===== src/sv/tcw_pkg.sv =====
// Shared types and constants for the text console writer.
// No dependencies; used by every module of the block.
package tcw_pkg;

  localparam int IN_TDATA_W  = 24;
  localparam int OUT_TDATA_W = 32;
  localparam int CHAR_W      = 8;
  localparam int ATTR_W      = 8;
  localparam int IDX_W       = 11;
  localparam int POS_W       = 11;
  localparam int CELL_W      = 16;

  localparam int Q_DEPTH     = 2;
  localparam int QPTR_W      = $clog2(Q_DEPTH);

  localparam int TAB_STOP    = 8;

  localparam logic [CHAR_W-1:0] CHAR_BS    = 8'h08;
  localparam logic [CHAR_W-1:0] CHAR_TAB   = 8'h09;
  localparam logic [CHAR_W-1:0] CHAR_LF    = 8'h0A;
  localparam logic [CHAR_W-1:0] CHAR_CR    = 8'h0D;
  localparam logic [CHAR_W-1:0] CHAR_SPACE = 8'h20;

  localparam logic [ATTR_W-1:0] RESET_ATTR  = 8'h0F;
  localparam logic [CELL_W-1:0] RESET_BLANK = {RESET_ATTR, CHAR_SPACE};

  typedef enum logic [1:0] {
    OP_PUT   = 2'd0,
    OP_CLEAR = 2'd1,
    OP_READ  = 2'd2,
    OP_NONE  = 2'd3
  } op_t;

  typedef enum logic [3:0] {
    K_PRINT,
    K_BS,
    K_TAB,
    K_CR,
    K_LF,
    K_IGNORE,
    K_CLEAR,
    K_READ,
    K_NOP
  } kind_t;

  typedef struct packed {
    kind_t             kind;
    logic [CHAR_W-1:0] ch;
    logic [IDX_W-1:0]  idx;
  } cmd_t;

  typedef enum logic [2:0] {
    ST_INIT,
    ST_IDLE,
    ST_CLEAR,
    ST_SCROLL,
    ST_BLANK,
    ST_RESP
  } state_t;

endpackage


===== src/sv/tcw_front.sv =====
// Input side: takes items and decodes them into console commands.
// Depends on tcw_pkg; feeds tcw_queue.
module tcw_front (
  input  logic                            in_tvalid,
  output logic                            in_tready,
  // tdata: operation[1:0], char_code[9:2], cell_index[20:10], zero fill
  input  logic [tcw_pkg::IN_TDATA_W-1:0]  in_tdata,
  input  logic                            q_ready,
  input  logic                            init_busy,
  output logic                            q_push,
  output tcw_pkg::cmd_t                   q_cmd
);

  logic [tcw_pkg::CHAR_W-1:0] ch;
  tcw_pkg::kind_t             put_kind;

  assign ch        = in_tdata[9:2];
  assign in_tready = q_ready && !init_busy;
  assign q_push    = in_tvalid && in_tready;

  // signed char: anything with the top bit set is negative and ignored
  always_comb begin
    unique case (ch)
      tcw_pkg::CHAR_BS:  put_kind = tcw_pkg::K_BS;
      tcw_pkg::CHAR_TAB: put_kind = tcw_pkg::K_TAB;
      tcw_pkg::CHAR_CR:  put_kind = tcw_pkg::K_CR;
      tcw_pkg::CHAR_LF:  put_kind = tcw_pkg::K_LF;
      default: begin
        if (!ch[7] && ch >= tcw_pkg::CHAR_SPACE) put_kind = tcw_pkg::K_PRINT;
        else put_kind = tcw_pkg::K_IGNORE;
      end
    endcase
  end

  always_comb begin
    q_cmd.ch  = ch;
    q_cmd.idx = in_tdata[20:10];
    unique case (tcw_pkg::op_t'(in_tdata[1:0]))
      tcw_pkg::OP_PUT:   q_cmd.kind = put_kind;
      tcw_pkg::OP_CLEAR: q_cmd.kind = tcw_pkg::K_CLEAR;
      tcw_pkg::OP_READ:  q_cmd.kind = tcw_pkg::K_READ;
      default:           q_cmd.kind = tcw_pkg::K_NOP;
    endcase
  end

endmodule


===== config.mk =====
export PLATFORM = sky130hd
export DESIGN_NAME = tcw_front
export DESIGN_NICKNAME = d
export VERILOG_FILES = /design/src/sv/tcw_pkg.sv /design/src/sv/tcw_front.sv
export SDC_FILE = /design/constraint.sdc
export NUM_CORES = 1
export LEC_CHECK = 0
export ABC_AREA = 1
export BUFFER_PORTS_ARGS = -buffer_cell sky130_fd_sc_hd__buf_2
export CAP_MARGIN = 25
export CELL_PAD_IN_SITES_DETAIL_PLACEMENT = 0
export CELL_PAD_IN_SITES_GLOBAL_PLACEMENT = 1
export CORE_MARGIN = 3
export CORE_UTILIZATION = 18
export DETAILED_ROUTE_END_ITERATION = 7
export PLACE_DENSITY = 0.91
export SLEW_MARGIN = 20
export SYNTH_ARGS = -nofsm -noshare
export SYNTH_HDL_FRONTEND = slang
export SYNTH_SLANG_ARGS = --single-unit

===== constraint.sdc =====
create_clock -name vclk -period 1.9
set_input_delay 0.475 -clock vclk [all_inputs]
set_output_delay 0.475 -clock vclk [all_outputs]
set_load 0.05 [all_outputs]

==> results by group, run 1 <==
Critical path
  • Crit path launch type: input pin
  • Critical path class: input pin to output pin
  • Critical Path AT: 1380 ps
  • Largest stage delay on the critical path: 190 ps
  • Worst path required time: 1420 ps
  • CP max-delay cell: a21boi_4
  • Crit. End Element: output pin
  • Crit-path cells: buf_2, inv_1, ha_4, a21boi_4, nand3_2, o21ai_2, buf_6
  • CP max FO: 2

Layout
  • Nets: 91
  • Diode count: 0
  • Register area: 0 sq um
  • Seq cells: 0
  • Clock buffers: 0
  • Share of layout cells above drive strength 1: 73.3%
  • Most frequent cells in the layout: buf_2, inv_1, inv_2
  • Area delta synth->final: 27.2%
  • Most common cell after layout, fill and taps aside: buf_2

Power
  • Reg power frac: 0%
  • Net Sw Power: 0.102 mW
  • Leak: 0.232 nW
  • Sw frac: 69.4%
  • Gate power share: 100.0%
  • Worst VDD drop: 105 uV
  • Clock power share: 0%
  • PD cells: 354 mW/mm^2
  • Int Power: 0.0451 mW
  • Total power: 0.147 mW

Placed design
  • Post-DP HPWL: 662 um
  • I/O Buffers: 27
  • Gpl congestion: 0.656

Yosys
  • Cell accounting for the most synthesized area: buf_4
  • Area contributors post-synth: buf_4, inv_1, ha_1
  • Cells after Synth: 50
  • Synthesized area: 327 sq um
  • Post-synth cell types: 16
  • Sequential area share after synthesis: 0%
  • YS warnings: 0
  • Top-area cell type share of the netlist area: 43.7%
  • Syn nets: 79
  • Synth Area per Inst: 6.53 sq um

GRT
  • Vias in the first global route: 259
  • Total GRT Usage: 5.00%
  • Gr ovfl total: 0
  • First-pass GRT wire length: 1.04 mm
  • Largest net degree at the start of global routing: 6
  • Initial antenna violation count: 0

STA
  • Worst Max-Slew Pin Slew: 250 ps
  • Slew HR: 83.5%
  • Fmax: 0.539 GHz
  • Final Max Tran Viols: 0
  • Period utilization: 97.6%
  • Hold Vio Cnt, Final: 0
  • Crit path time final: 1860 ps
  • Final Setup Violations: 0
  • Total negative slack: 0 ps

Worst hold path
  • Hold-critical path depth: 0
  • Hold EP: q_cmd[10]
  • Hold_sp: in_tdata[20]
  • HP Class: input pin to output pin

Drt
  • Post-route ant nets: 0
  • DR pass1 iterations: 1
  • Post-Route WL: 766 um
  • Drt wl/cell: 9.12 um
  • Vias per inst: 3.70
  • DRC: 0
  • Iter 0 DRT Violations: 0
  • Vias: 311

Outcome
  • Status: completed

Floorplanning
  • Width of the die: 48.6 um
  • Core Region: 0.00161 sq mm
  • Die Y: 48.6 um
  • Starting density of the core: 20.3%
  • Num rows: 14
  • Die area: 0.00236 sq mm
  • Io pins: 52

Clock tree
  • CTS Hold Bufs: 0

Run
  • Max Cap Violations: 0
[how the worst max path moves through the flow]
stage                     start        end  slack [ps]  cells past startpoint
floorplan           in_tdata[0]  q_cmd[20]        -280                      2
global placement    in_tdata[0]  q_cmd[19]         -70                      7
detailed placement  in_tdata[0]  q_cmd[19]         -80                      7
CTS                 in_tdata[1]  q_cmd[21]           3                      7
global route        in_tdata[1]  q_cmd[19]         -20                      7
finish              in_tdata[1]  q_cmd[19]          40                      7
[synthesized netlist by cell type]
| library cell | number |
|---|---|
| o21ai_2 | 1 |
| nand2_1 | 2 |
| nor3b_1 | 1 |
| a21oi_1 | 2 |
| nand2_4 | 1 |
| ha_1 | 2 |
| nand4_1 | 3 |
| o2111ai_1 | 1 |
| nor2_4 | 1 |
| buf_4 | 19 |
| nor2_1 | 3 |
| a21boi_2 | 1 |
| inv_1 | 7 |
| nand3_1 | 1 |
| nand2_2 | 1 |
| inv_2 | 4 |
[worst max-delay path, delay by kind of cell]
| kind | cells | cell delay, ps |
|---|---|---|
| buf+inv | 3 | 350 |
| simple gates | 1 | 90 |
| fa+ha+maj | 1 | 140 |
| compound gates | 2 | 320 |
[area by class of cell]
| class | instances | area, sq um |
|---|---|---|
| Timing Repair Buffer | 29 | 165 |
| Tap cell | 24 | 30.0 |
| Multi-Input combinational cell | 20 | 179 |
| Inverter | 11 | 41.3 |
| Fill cell | 189 | 1200 |
[what timing repair did]
item | 4_1_cts | 5_1_grt
setup buffers | 0 | 0
pin swaps | 3 | 2
cloned | 0 | 0
endpoints found under the setup margin | 2 | 3
resized for setup | 5 | 8
[metrics by stage]
stage	worst slack (ps)	utilization, %	area (sq um)	hold slack (ps)	cells
final	44.7	25.8	415	950	84
after global routing	-19.1	25.8	415	950	84
after CTS	3.18	23.6	380	950	84
after detailed placement	-82.2	22.9	369	950	84
after global placement	-70.9	22.9	369	950	84
after floorplan	-282	-	332	1050	50
[power by group through the flow]
stage | clock network, mW | logic, mW | registers, mW
after floorplan | 0 | 0.167 | 0
after global placement | 0 | 0.132 | 0
after detailed placement | 0 | 0.134 | 0
after CTS | 0 | 0.138 | 0
after global routing | 0 | 0.157 | 0
final | 0 | 0.147 | 0
[kinds of logic after synthesis]
group | share of synthesized area [%]
compound gates | 11.9
fa+ha+maj | 7.66
buf+inv | 56.3
simple gates | 24.1
[layer usage]
metal	global-route usage, %	share of wire [%]
met1	6.41	40
met2	8.49	47
met3	1.53	13
met4	0.474	0.52
met5	0	0
Note: power is estimated with default switching activity, not from simulation.
==> run 2, diff against run 1 <==
--- a/config.mk
+++ b/config.mk
@@ -5,13 +5,12 @@
 export SDC_FILE = /design/constraint.sdc
 export NUM_CORES = 1
 export LEC_CHECK = 0
-export ABC_AREA = 1
 export BUFFER_PORTS_ARGS = -buffer_cell sky130_fd_sc_hd__buf_2
 export CAP_MARGIN = 25
 export CELL_PAD_IN_SITES_DETAIL_PLACEMENT = 0
 export CELL_PAD_IN_SITES_GLOBAL_PLACEMENT = 1
 export CORE_MARGIN = 3
-export CORE_UTILIZATION = 18
+export CORE_UTILIZATION = 16
 export DETAILED_ROUTE_END_ITERATION = 7
 export PLACE_DENSITY = 0.91
 export SLEW_MARGIN = 20
==> results by group, run 2 <==
Outcome
  • Status: finished with violations
  • Failing checks: negative setup slack

Layout
  • Most common cell after layout, fill and taps aside: buf_2
  • Seq cells: 0
  • Final Non-Filler Cells: 73
  • Fillers: 174
  • Diode count: 0
  • Nets: 88
  • Register area: 0 sq um
  • Post-layout util: 29.9%
  • Area delta synth->final: 68.3%
  • Final instance area: 472 sq um
  • Most frequent cells in the layout: buf_2, buf_4, buf_6
  • Multi-input logic area: 205 sq um
  • Clock buffers: 0
  • Share of layout cells above drive strength 1: 84.2%

Run
  • Max Cap Violations: 0

GRT
  • Total GRT Usage: 6.09%
  • Vias in the first global route: 261
  • Largest net degree at the start of global routing: 5
  • Gr ovfl total: 0
  • First-pass GRT wire length: 1.07 mm
  • Initial antenna violation count: 0

Drt
  • Post-route ant nets: 0
  • DR pass1 iterations: 1
  • Iter 0 DRT Violations: 0
  • Vias per inst: 4.15
  • DRC: 0
  • Drt wl/cell: 10.5 um
  • Post-Route WL: 767 um
  • Vias: 303

Critical path
  • Critical path class: input pin to output pin
  • Critical Path AT: 1860 ps
  • Crit. End Element: output pin
  • CP max FO: 2
  • Crit path launch type: input pin
  • Worst setup startpoint: in_tdata[8]
  • Worst path required time: 1420 ps

STA
  • Hold Vio Cnt, Final: 0
  • Total negative slack: -1010 ps
  • Final Max Tran Viols: 0
  • Worst Max-Slew Pin Slew: 338 ps
  • Crit path time final: 2330 ps
  • Fmax: 0.429 GHz
  • RSZ-0062 raised after global routing: yes
  • Period utilization: 123%
  • Final Setup Violations: 3
  • Worst Setup Slack, final: -432 ps
  • Slew HR: 77.3%

Yosys
  • Synthesized area: 280 sq um
  • Top-area cell type share of the netlist area: 50.9%
  • Cells after Synth: 40
  • Area contributors post-synth: buf_4, ha_1, or4b_4
  • Sequential area share after synthesis: 0%
  • YS warnings: 0
  • Synth Area per Inst: 7.01 sq um
  • Post-synth cell types: 16
  • Cell accounting for the most synthesized area: buf_4
  • Most instantiated cells after synthesis: buf_4, inv_1
  • Syn nets: 69
  • Most common cell in the netlist: buf_4

Placed design
  • Placed cells: 72
  • Post-DP HPWL: 679 um
  • I/O Buffers: 27
  • Gpl congestion: 0.655
  • Post-placement cell area: 409 sq um

Power
  • PD cells: 359 mW/mm^2
  • Leak: 0.231 nW
  • Total power: 0.169 mW
  • Worst VDD drop: 132 uV

Floorplanning
  • Die Y: 47.9 um
  • Core Region: 0.00158 sq mm
  • Num rows: 14
  • Die area: 0.00229 sq mm
  • Starting density of the core: 17.8%
  • Width of the die: 47.9 um
  • Io pins: 52

Worst hold path
  • Hold EP: q_cmd[10]
  • Hold_sp: in_tdata[20]
  • Hold-critical path depth: 0
  • HP Class: input pin to output pin
-- run 2: metrics by stage --
stage / worst slack, ps / hold WS (ps)
finish: -432 / 950
global route: -462 / 950
CTS: -437 / 950
detailed placement: -594 / 950
global placement: -581 / 950
floorplan: -421 / 1050
-- run 2: timing repair --
item / CTS / global route
pin swaps: 3 / 4
setup buffers: 0 / 1
gates resized for setup: 12 / 1
hold buffers: 0 / 0
setup endpoints to repair: 3 / 3
-- run 2: worst max-delay path by stage --
stage / endpoint / slack (ps)
5_1_grt: q_cmd[20] / -460
2_1_floorplan: q_cmd[20] / -420
4_1_cts: q_cmd[20] / -440
6_report: q_cmd[20] / -430
3_5_place_dp: q_cmd[20] / -590
3_3_place_gp: q_cmd[20] / -580
-- run 2: report_power, final --
| part | total, mW | switching [mW] | internal (mW) |
|---|---|---|---|
| combinational | 0.169 | 0.106 | 0.0634 |
| clock | 0 | 0 | 0 |
| sequential | 0 | 0 | 0 |
| total | 0.169 | 0.106 | 0.0634 |
-- run 2: cell families after synthesis --
family / after synthesis / synth area share (%)
adders and majority gates: 2 / 8.93
and+or+nand+nor: 11 / 23.7
xor gates and xnor gates: 1 / 3.13
AOI/OAI and AO/OA: 4 / 9.37
buffers and inverters: 22 / 54.9
-- run 2: cell type report --
class | count | area share [%]
inverters | 3 | 2.39
multi-input cells | 18 | 43.5
well taps | 16 | 4.24
repair buffers | 36 | 49.9
-- run 2: routing by layer --
metal / GRT usage (%) / wire length [um] / vias to the layer above
met4: 1.08 / 2 / 0
met1: 6.74 / 296 / 130
met3: 1.50 / 117 / 2
met2: 11.6 / 351 / 22
li1: - / - / 149
met5: 0 / 0 / -
-- run 2: worst max-delay path, cell delays in order --
cell and delay [ps]:
buf_6 90, or4b_4 540, or4_4 450, a21oi_4 140, buf_6 170
