$ cat config.mk
export PLATFORM = sky130hd
export DESIGN_NAME = tcw_queue
export DESIGN_NICKNAME = d
export VERILOG_FILES = /design/src/sv/tcw_pkg.sv /design/src/sv/tcw_queue.sv
export SDC_FILE = /design/constraint.sdc
export NUM_CORES = 1
export LEC_CHECK = 0
export BUFFER_PORTS_ARGS = -buffer_cell sky130_fd_sc_hd__buf_2
export CAP_MARGIN = 40
export CORE_UTILIZATION = 43
export CTS_BUF_LIST = sky130_fd_sc_hd__clkbuf_16
export CTS_CLUSTER_SIZE = 40
export DETAILED_ROUTE_END_ITERATION = 7
export MAX_ROUTING_LAYER = met4
export PLACE_DENSITY = 0.68
export SYNTH_ARGS = -nofsm -noshare
export SYNTH_HDL_FRONTEND = slang
export SYNTH_SLANG_ARGS = --single-unit
export TNS_END_PERCENT = 100
$ cat constraint.sdc
create_clock -name clk -period 1.7 [get_ports clk]
set_input_delay 0.34 -clock clk [delete_from_list [all_inputs] [get_ports clk]]
set_output_delay 0.34 -clock clk [all_outputs]
set_load 0.05 [all_outputs]
$ cat src/sv/tcw_pkg.sv
// Shared types and constants for the text console writer.
// No dependencies; used by every module of the block.
package tcw_pkg;

  localparam int IN_TDATA_W  = 24;
  localparam int OUT_TDATA_W = 32;
  localparam int CHAR_W      = 8;
  localparam int ATTR_W      = 8;
  localparam int IDX_W       = 11;
  localparam int POS_W       = 11;
  localparam int CELL_W      = 16;

  localparam int Q_DEPTH     = 2;
  localparam int QPTR_W      = $clog2(Q_DEPTH);

  localparam int TAB_STOP    = 8;

  localparam logic [CHAR_W-1:0] CHAR_BS    = 8'h08;
  localparam logic [CHAR_W-1:0] CHAR_TAB   = 8'h09;
  localparam logic [CHAR_W-1:0] CHAR_LF    = 8'h0A;
  localparam logic [CHAR_W-1:0] CHAR_CR    = 8'h0D;
  localparam logic [CHAR_W-1:0] CHAR_SPACE = 8'h20;

  localparam logic [ATTR_W-1:0] RESET_ATTR  = 8'h0F;
  localparam logic [CELL_W-1:0] RESET_BLANK = {RESET_ATTR, CHAR_SPACE};

  typedef enum logic [1:0] {
    OP_PUT   = 2'd0,
    OP_CLEAR = 2'd1,
    OP_READ  = 2'd2,
    OP_NONE  = 2'd3
  } op_t;

  typedef enum logic [3:0] {
    K_PRINT,
    K_BS,
    K_TAB,
    K_CR,
    K_LF,
    K_IGNORE,
    K_CLEAR,
    K_READ,
    K_NOP
  } kind_t;

  typedef struct packed {
    kind_t             kind;
    logic [CHAR_W-1:0] ch;
    logic [IDX_W-1:0]  idx;
  } cmd_t;

  typedef enum logic [2:0] {
    ST_INIT,
    ST_IDLE,
    ST_CLEAR,
    ST_SCROLL,
    ST_BLANK,
    ST_RESP
  } state_t;

endpackage

$ cat src/sv/tcw_queue.sv
// Short command queue between the decoder and the screen engine.
// Depends on tcw_pkg for the command type and depth.
module tcw_queue (
  input  logic          clk,
  input  logic          rst_n,
  input  logic          push,
  input  tcw_pkg::cmd_t push_cmd,
  output logic          ready,
  output logic          valid,
  output tcw_pkg::cmd_t head_cmd,
  input  logic          pop
);

  tcw_pkg::cmd_t                entries_r [tcw_pkg::Q_DEPTH];
  logic [tcw_pkg::QPTR_W-1:0]   wr_ptr_r, wr_ptr_nxt;
  logic [tcw_pkg::QPTR_W-1:0]   rd_ptr_r, rd_ptr_nxt;
  logic [tcw_pkg::QPTR_W:0]     cnt_r, cnt_nxt;
  logic                         do_push, do_pop;

  assign ready    = cnt_r != (tcw_pkg::QPTR_W+1)'(tcw_pkg::Q_DEPTH);
  assign valid    = cnt_r != '0;
  assign head_cmd = entries_r[rd_ptr_r];
  assign do_push  = push && ready;
  assign do_pop   = pop && valid;

  always_comb begin
    wr_ptr_nxt = do_push ? wr_ptr_r + 1'b1 : wr_ptr_r;
    rd_ptr_nxt = do_pop  ? rd_ptr_r + 1'b1 : rd_ptr_r;
    cnt_nxt    = cnt_r;
    if (do_push && !do_pop) cnt_nxt = cnt_r + 1'b1;
    else if (do_pop && !do_push) cnt_nxt = cnt_r - 1'b1;
  end

  always_ff @(posedge clk) begin
    if (!rst_n) begin
      wr_ptr_r <= '0;
      rd_ptr_r <= '0;
      cnt_r    <= '0;
    end else begin
      wr_ptr_r <= wr_ptr_nxt;
      rd_ptr_r <= rd_ptr_nxt;
      cnt_r    <= cnt_nxt;
    end
  end

  always_ff @(posedge clk) begin
    if (do_push) entries_r[wr_ptr_r] <= push_cmd;
  end

endmodule

==> results of run 1 <==
[sequential cells by signal, indices dropped and copies added (netlist names), named ones only]
name       cells
cnt_r          2
wr_ptr_r       1
entries_r     46
rd_ptr_r       1
[cell type report]
type	count	area (µm²)	area share, %
sequential	51	1490	58.5
timing repair buffer	57	448	17.7
multi-input combinational	41	398	15.7
clock buffer	5	125	4.93
tap	50	62.6	2.47
clock inverter	3	15.0	0.592
inverter	1	3.75	0.148
[metrics by stage]
step                instance area (µm²)  hold slack, ns  setup WS [ns]
CTS                                2480           0.238        0.00664
finish                             2540           0.246         0.0415
global route                       2540           0.236       0.000244
floorplan                          1890           0.439        0.00730
global placement                   2250           0.523          0.203
detailed placement                 2250           0.532          0.115
[path summary, 6_finish.rpt]
kind / startpoint / endpoint / slack [ns] / cells after the start
max: register / head_cmd[4] / 0.04 / 3
min: push_cmd[4] / entries_r[1][4]$_DFFE_PP_ / 0.25 / 1
max reg2reg: cnt_r[0]$_SDFFE_PN0P_ / cnt_r[1]$_SDFFE_PN0P_ / 0.10 / 5
min reg2reg: cnt_r[1]$_SDFFE_PN0P_ / cnt_r[1]$_SDFFE_PN0P_ / 0.59 / 2
[power by group]
part | switching [mW] | internal [mW]
logic | 1.09 | 0.702
clock network | 0.387 | 0.534
registers | 0.0773 | 1.58
[what timing repair did]
item | CTS | global route
pin swaps | 0 | 0
setup endpoints to repair | 23 | 10
hold buffers | 0 | 0
gates resized for setup | 29 | 20
setup buffers | 0 | 0
cloned | 0 | 1
[worst max-delay path: cells and delay by family, from the launching register on]
kind,cells,cell delay (ns)
multiplexers,1,0.34
flip-flops,1,0.37
buffers and inverters,2,0.33
[cell usage after synthesis]
cell	count	share of area (%)
ha_1	1	0.66
nand2b_4	1	0.73
dfxtp_1	5	5.3
inv_1	1	0.20
a21boi_1	1	0.40
edfxtp_1	46	73
o21ai_1	1	0.26
a21bo_2	1	0.53
or3_1	1	0.33
and2_1	4	1.3
buf_2	2	0.53
mux2_2	23	14
a21boi_0	1	0.40
or2_2	1	0.33
xnor2_1	2	0.93
nand3b_1	1	0.40
and3_1	1	0.33
xor2_1	1	0.46
o21ai_0	1	0.26
[metal layers]
layer	routed length [µm]	track usage, %	share of wire [%]
met1	1330	15.6	41
met2	1690	23.0	53
met3	154	4.50	4.8
met4	45	8.59	1.4
met5	0	-	0
[layout by cell type, fill, tap and decap left out]
cell         n
buf_2       28
xor2_1       1
buf_4       11
buf_6       16
edfxtp_1    46
buf_12       1
o21ai_1      1
o21ai_0      1
a21boi_1     1
xnor2_1      2
clkinvlp_4   1
and2_1       4
a21boi_0     1
mux2_2      23
dfxtp_4      1
clkinv_1     2
or3_1        1
ha_1         1
inv_1        1
nand3b_1     1
dfxtp_1      4
or2_2        1
and3_1       1
nand2b_4     1
a21bo_2      1
clkbuf_16    6
[cells by family after synthesis]
logic type / share of synthesized area [%]
adder cells (fa/ha/maj): 0.661
flip-flops: 78.3
AO/OA/AOI/OAI: 1.85
multiplexers: 13.7
AND/OR/NAND/NOR: 3.44
buffers and inverters: 0.727
XOR/XNOR: 1.39
==> metrics, run 1 <==
Cell Chain, Critical Path buf_12 -> mux2_2 -> buf_4; Final Wtd Congestion 0.717; Max Fclk 0.603 GHz; Synth cell types 19; via count 1023; Area Overhead vs Synth 34.0%; Critical Path End Type output pin; slowest library cell on the worst path dfxtp_4; crit start category register; DP HPWL 2130 µm; total power 4.37 mW; max_cap viols 0; Worst-Margin Slew 0.232 ns; global-route wire length before repair 4380 µm; FF+latch count, synth 51; vias per cell 4.92; number of buffers on the longest clock path 2; post-DR wirelength/cell 15.5 µm; clock-pin transition on the worst setup and hold timing paths 0.06 ns; Worst-Skew Late Latency 0.28 ns; unrepaired setup endpoints after global routing no; CP required 1.36 ns; I/O pin count 52; largest net degree at the start of global routing 24; cells after synthesis 95; Final ANT Viol Nets 0; PortBufs 51; Core Util, Final 61.7%; Finish-stage setup viols 0; number of fill cells in the layout 317; Lkg Pwr 0.964 nW; cts bufs inserted 5; DRT Pass-1 Iters 3; TritonCTS clock tree done; # diodes 0; Core Footprint 4120 µm²; nets@finish 185; critical path's largest stage delay 0.37 ns; class of the worst hold path input port to register; total nets after synthesis 123; vias in the first global route 984; Die ar. 4670 µm²; PwrDens 1720 nW/µm²; crit-path max FO 12; final worst clock skew 0.00478 ns; share of cells above drive strength 1 57.0%; Initial Util 46.0%; remaining global-route overflow 0; Yosys warning count 0; syn_area_per_cell 19.9 µm²; Max-slew headroom 84.4%; Setup Crit Path Kind register to output pin; non-filler instance count after layout 208; Num Clock Sinks 51; Remaining DRCs 0; DP Cell Count 199; Seq/Total Area, Yosys 78.3%; DR iter-0 viols 51; run status complete, no violations; Pins Over Slew Limit 0; initial antenna violation count 0; Tot GR Track Use 14.4%; Tcrit/Tclk final 97.6%; Critical Path AT 1.32 ns; row count 23; Hold Fails Final Rpt 0; CTS H-tree lvls 2; Setup TNS 0 ns; Peak VDD IR 1.08 mV; die height 68.4 µm; fin crit period 1.66 ns; die width 68.4 µm; Mapped Area 1890 µm²; clk root buf clkbuf_16; Final Routed Wirelength 3220 µm
No activity file was read; power rests on OpenSTA's default activity.
==> run 2, diff against run 1 <==
--- a/config.mk
+++ b/config.mk
@@ -15,2 +15,3 @@
 export PLACE_DENSITY = 0.68
+export SKIP_CTS_REPAIR_TIMING = 1
 export SYNTH_ARGS = -nofsm -noshare
--- a/constraint.sdc
+++ b/constraint.sdc
@@ -3,2 +3,2 @@
 set_output_delay 0.34 -clock clk [all_outputs]
-set_load 0.05 [all_outputs]
+set_load 0.1 [all_outputs]
==> metrics, run 2 (synthesized netlist as in run 1, its figures left out) <==
crit start category register; Final ANT Viol Nets 0 (unchanged); die width 68.4 µm (unchanged); most frequent cells in the layout edfxtp_1 (46), buf_2 (28), buf_12 (24); largest net degree at the start of global routing 24 (unchanged); unrepaired setup endpoints after global routing yes; cts bufs inserted 5 (unchanged); share of cells above drive strength 1 60.3% (+3.3 points); number of buffers on the longest clock path 2 (unchanged); number of fill cells in the layout 275 (-13%); clk root buf clkbuf_16; Hold Fails Final Rpt 0 (unchanged); most common cell after layout, fill and taps aside edfxtp_1; CP required 1.36 ns (about the same); Critical Path End Type output pin; final non-filler cell area 2800 µm² (+11%); DRT Pass-1 Iters 4 (+1); Peak VDD IR 1.38 mV (+28%); Setup TNS 0 ns (unchanged); Core Footprint 4120 µm² (unchanged); crit-path max FO 7 (-5); TritonCTS clock tree done; Remaining DRCs 0 (unchanged); global-route wire length before repair 4880 µm (+11%); Tot GR Track Use 15.7% (+1.3 points); Finish-stage setup viols 0 (unchanged); vias per cell 4.87 (-1.0%); via count 1003 (-2.0%); max_cap viols 0 (unchanged); Max-slew headroom 66.5% (-18 points); Lkg Pwr 1.07 nW (+11%); remaining global-route overflow 0 (unchanged); Area Overhead vs Synth 48.1%; Pins Over Slew Limit 0 (unchanged); DR iter-0 viols 28 (-45%); Worst-Margin Slew 0.502 ns (+0.270 ns); PortBufs 51 (unchanged); total power 5.75 mW (+32%); Most flops, register entries_r; Critical Path AT 1.35 ns (+0.03 ns); worst hold slack 0.239 ns (-0.00707 ns); die height 68.4 µm (unchanged); nets@finish 183 (-1.1%); class of the worst hold path input port to register; DP HPWL 2270 µm (+6.8%); vias in the first global route 1020 (+3.7%); PwrDens 2050 nW/µm² (+19%); Top Registers entries_r: 46 flops, cnt_r: 2 flops; I/O pin count 52 (unchanged); Max Fclk 0.592 GHz (-1.9%); clock-pin transition on the worst setup and hold timing paths 0.06 ns (about the same); Num Clock Sinks 51 (unchanged); Final Routed Wirelength 3390 µm (+5.1%); final worst clock skew 0.00251 ns (-0.00228 ns); CTS H-tree lvls 2 (unchanged); Cell Area, Placed 2590 µm² (+15%); initial antenna violation count 0 (unchanged); post-DR wirelength/cell 16.5 µm (+6.2%); Worst-Skew Late Latency 0.28 ns (about the same); run status complete, no violations; Die ar. 4670 µm² (unchanged); # diodes 0 (unchanged); Initial Util 46.0% (unchanged); fin crit period 1.69 ns (+0.0319 ns); Largest register FFs 46 (unchanged); Final Wtd Congestion 0.622 (-13%); Setup Crit Path Kind register to output pin; Tcrit/Tclk final 99.4% (+1.9 points); row count 23 (unchanged)
==> run 2: metal layers <==
layer  wire [µm]  track usage [%]  share of wire (%)
met2        1890             25.9                 56
met4          65             7.81                1.9
met3         148             4.67                4.4
met1        1290             17.2                 38
met5           0                -                  0
==> run 2: layout make-up <==
type | count | area, µm² | share of cell area [%]
clock buffer | 5 | 125 | 4.46
clock inverter | 3 | 43.8 | 1.56
sequential | 51 | 1490 | 53.0
tap | 50 | 62.6 | 2.23
timing repair buffer | 55 | 658 | 23.5
inverter | 1 | 7.51 | 0.268
multi-input combinational | 41 | 420 | 15.0
==> run 2: worst paths after layout <==
kind	slack (ns)	startpoint	depth (start not counted)	to
hold / removal	0.24	push_cmd[14]	1	entries_r[0][14]$_DFFE_PP_
hold reg to reg	0.57	cnt_r[1]$_SDFFE_PN0P_	2	cnt_r[1]$_SDFFE_PN0P_
setup / recovery	0.01	register	3	head_cmd[10]
setup reg to reg	0.13	cnt_r[1]$_SDFFE_PN0P_	3	entries_r[0][15]$_DFFE_PP_
==> run 2: power by group <==
part	switching (mW)	internal (mW)	total [mW]
clock	0.413	0.693	1.11
combinational	1.91	1.07	2.98
sequential	0.0850	1.58	1.67
total	2.41	3.34	5.75
==> run 2: metrics by stage <==
stage          setup WS, ns  util, %  instances
2_1_floorplan        0.0231        -         95
3_3_place_gp          0.213     62.9        197
3_5_place_dp          0.107     62.9        197
4_1_cts             -0.0521     67.0        205
5_1_grt             -0.0350     68.1        206
6_report            0.00968     68.1        206
==> run 2: worst max-delay path, cell delays in order, from the launching register on <==
cell and delay, ns:
dfxtp_4 0.37, buf_6 0.15, mux2_2 0.37, buf_12 0.17
==> run 3, diff against run 2 <==
BUFFER_PORTS_ARGS = unset   (was -buffer_cell sky130_fd_sc_hd__buf_2)
DONT_BUFFER_PORTS = 1   (was unset)
PLACE_DENSITY = unset   (was 0.68)
==> metrics, run 3 (synthesized netlist as in run 1, its figures left out) <==
run status finished, violations left; violated checks setup timing; CTS H-tree lvls 2 (unchanged); Most flops, register entries_r; row count 23 (unchanged); die width 68.4 µm (unchanged); Worst-Skew Late Latency 0.29 ns (about the same); Setup Crit Path Kind register to output pin; largest net degree at the start of global routing 24 (unchanged); cts bufs inserted 5 (unchanged); clk root buf clkbuf_16; Final Wtd Congestion 0.685 (+10%); DP HPWL 2190 µm (-3.5%); Max-slew headroom 65.8% (-0.69 points); vias in the first global route 973 (-4.6%); via count 933 (-7.0%); Area Overhead vs Synth 43.5%; DP Cell Count 170 (-14%); DRT Pass-1 Iters 4 (unchanged); Final ANT Viol Nets 0 (unchanged); final worst clock skew 0.00613 ns (+0.00362 ns); Remaining DRCs 0 (unchanged); Initial Util 46.0% (unchanged); nets@finish 156 (-15%); I/O pin count 52 (unchanged); Largest register FFs 46 (unchanged); pre-CTS WS 0.117 ns (+0.0100 ns); unrepaired setup endpoints after global routing yes; share of cells above drive strength 1 51.2% (-9.1 points); worst hold slack 0.143 ns (-0.0957 ns); Die ar. 4670 µm² (unchanged); number of buffers on the longest clock path 2 (unchanged); Worst-Margin Slew 0.516 ns (+0.0145 ns); Top Registers entries_r: 46 flops, cnt_r: 2 flops; CP required 1.36 ns (about the same); Tot GR Track Use 16.2% (+0.47 points); vias per cell 5.21 (+7.1%); most frequent cells in the layout edfxtp_1 (46), buf_12 (26), mux2_2 (13); post-DR wirelength/cell 19.4 µm (+18%); crit-path max FO 11 (+4); Final Routed Wirelength 3470 µm (+2.3%); Critical Path AT 1.37 ns (+0.02 ns); Critical Path End Type output pin; Pins Over Slew Limit 0 (unchanged); clock-pin transition on the worst setup and hold timing paths 0.07 ns (about the same); Max Fclk 0.583 GHz (-1.4%); DR iter-0 viols 51 (+82%); max_cap viols 0 (unchanged); fin crit period 1.71 ns (+0.0246 ns); TritonCTS clock tree done; Core Util, Final 66.0% (-2.1 points); Final WS setup -0.0149 ns (-0.0246 ns); most common cell after layout, fill and taps aside edfxtp_1; class of the worst hold path input port to register; PortBufs 0 (-100%); Reg area 1490 µm² (unchanged); Tcrit/Tclk final 101% (+1.4 points); initial antenna violation count 0 (unchanged); die height 68.4 µm (unchanged); number of fill cells in the layout 293 (+6.5%); area of the multi-input gates 439 µm² (+4.5%); non-filler instance count after layout 179 (-13%); Core Footprint 4120 µm² (unchanged); crit start category register; global-route wire length before repair 4840 µm (-0.86%); # diodes 0 (unchanged); remaining global-route overflow 0 (unchanged); Num Clock Sinks 51 (unchanged); Hold Fails Final Rpt 0 (unchanged); Finish-stage setup viols 13 (+13)
run 3: changes by cell type in the layout (fill, tap and decap cells not counted):
cell | previous run | this run
buf_12 | 24 | 26
buf_2 | 28 | 0
buf_4 | 0 | 1
buf_6 | 2 | 0
buf_8 | 1 | 0
clkbuf_16 | 5 | 6
clkinv_1 | 0 | 1
clkinv_2 | 1 | 0
clkinv_4 | 1 | 0
inv_6 | 0 | 1
mux2_2 | 18 | 13
mux2_4 | 5 | 10
run 3: final cells by class:
class,count,area share [%]
Clock buffer,5,4.61
Clock inverter,3,1.57
Inverter,1,0.276
Multi-Input combinational cell,41,16.2
Sequential cell,51,54.7
Tap cell,50,2.30
Timing Repair Buffer,28,20.4
run 3: worst paths after layout:
path                               from                          to  slack (ns)  cells after the start
setup / recovery               register                 head_cmd[6]       -0.01                      3
hold / removal             push_cmd[22]  entries_r[0][22]$_DFFE_PP_        0.14                      0
setup reg to reg  cnt_r[1]$_SDFFE_PN0P_       cnt_r[1]$_SDFFE_PN0P_        0.10                      5
hold reg to reg   cnt_r[1]$_SDFFE_PN0P_       cnt_r[1]$_SDFFE_PN0P_        0.58                      2
run 3: stage by stage:
| step | TNS, ns | area [µm²] |
|---|---|---|
| after global routing | -0.604 | 2720 |
| after detailed placement | 0 | 2480 |
| after CTS | -1.15 | 2650 |
| after floorplan | 0 | 1900 |
| final | -0.142 | 2720 |
| after global placement | 0 | 2480 |
run 3: metal layers:
layer,vias up,global-route usage [%],wire (µm)
met5,-,-,0
met3,4,5.83,204
met1,469,15.9,1290
met2,29,27.2,1920
met4,0,9.64,48
li1,431,-,-
run 3: worst max-delay path, cell delays in order (launching register included):
cell and delay (ns):
dfxtp_4 0.38, clkbuf_16 0.17, mux2_2 0.36, buf_12 0.17
Power of run 3 is left out: the tool's default activity adds up to more than one toggle a clock period on the data nets, which glitch-free logic cannot reach.
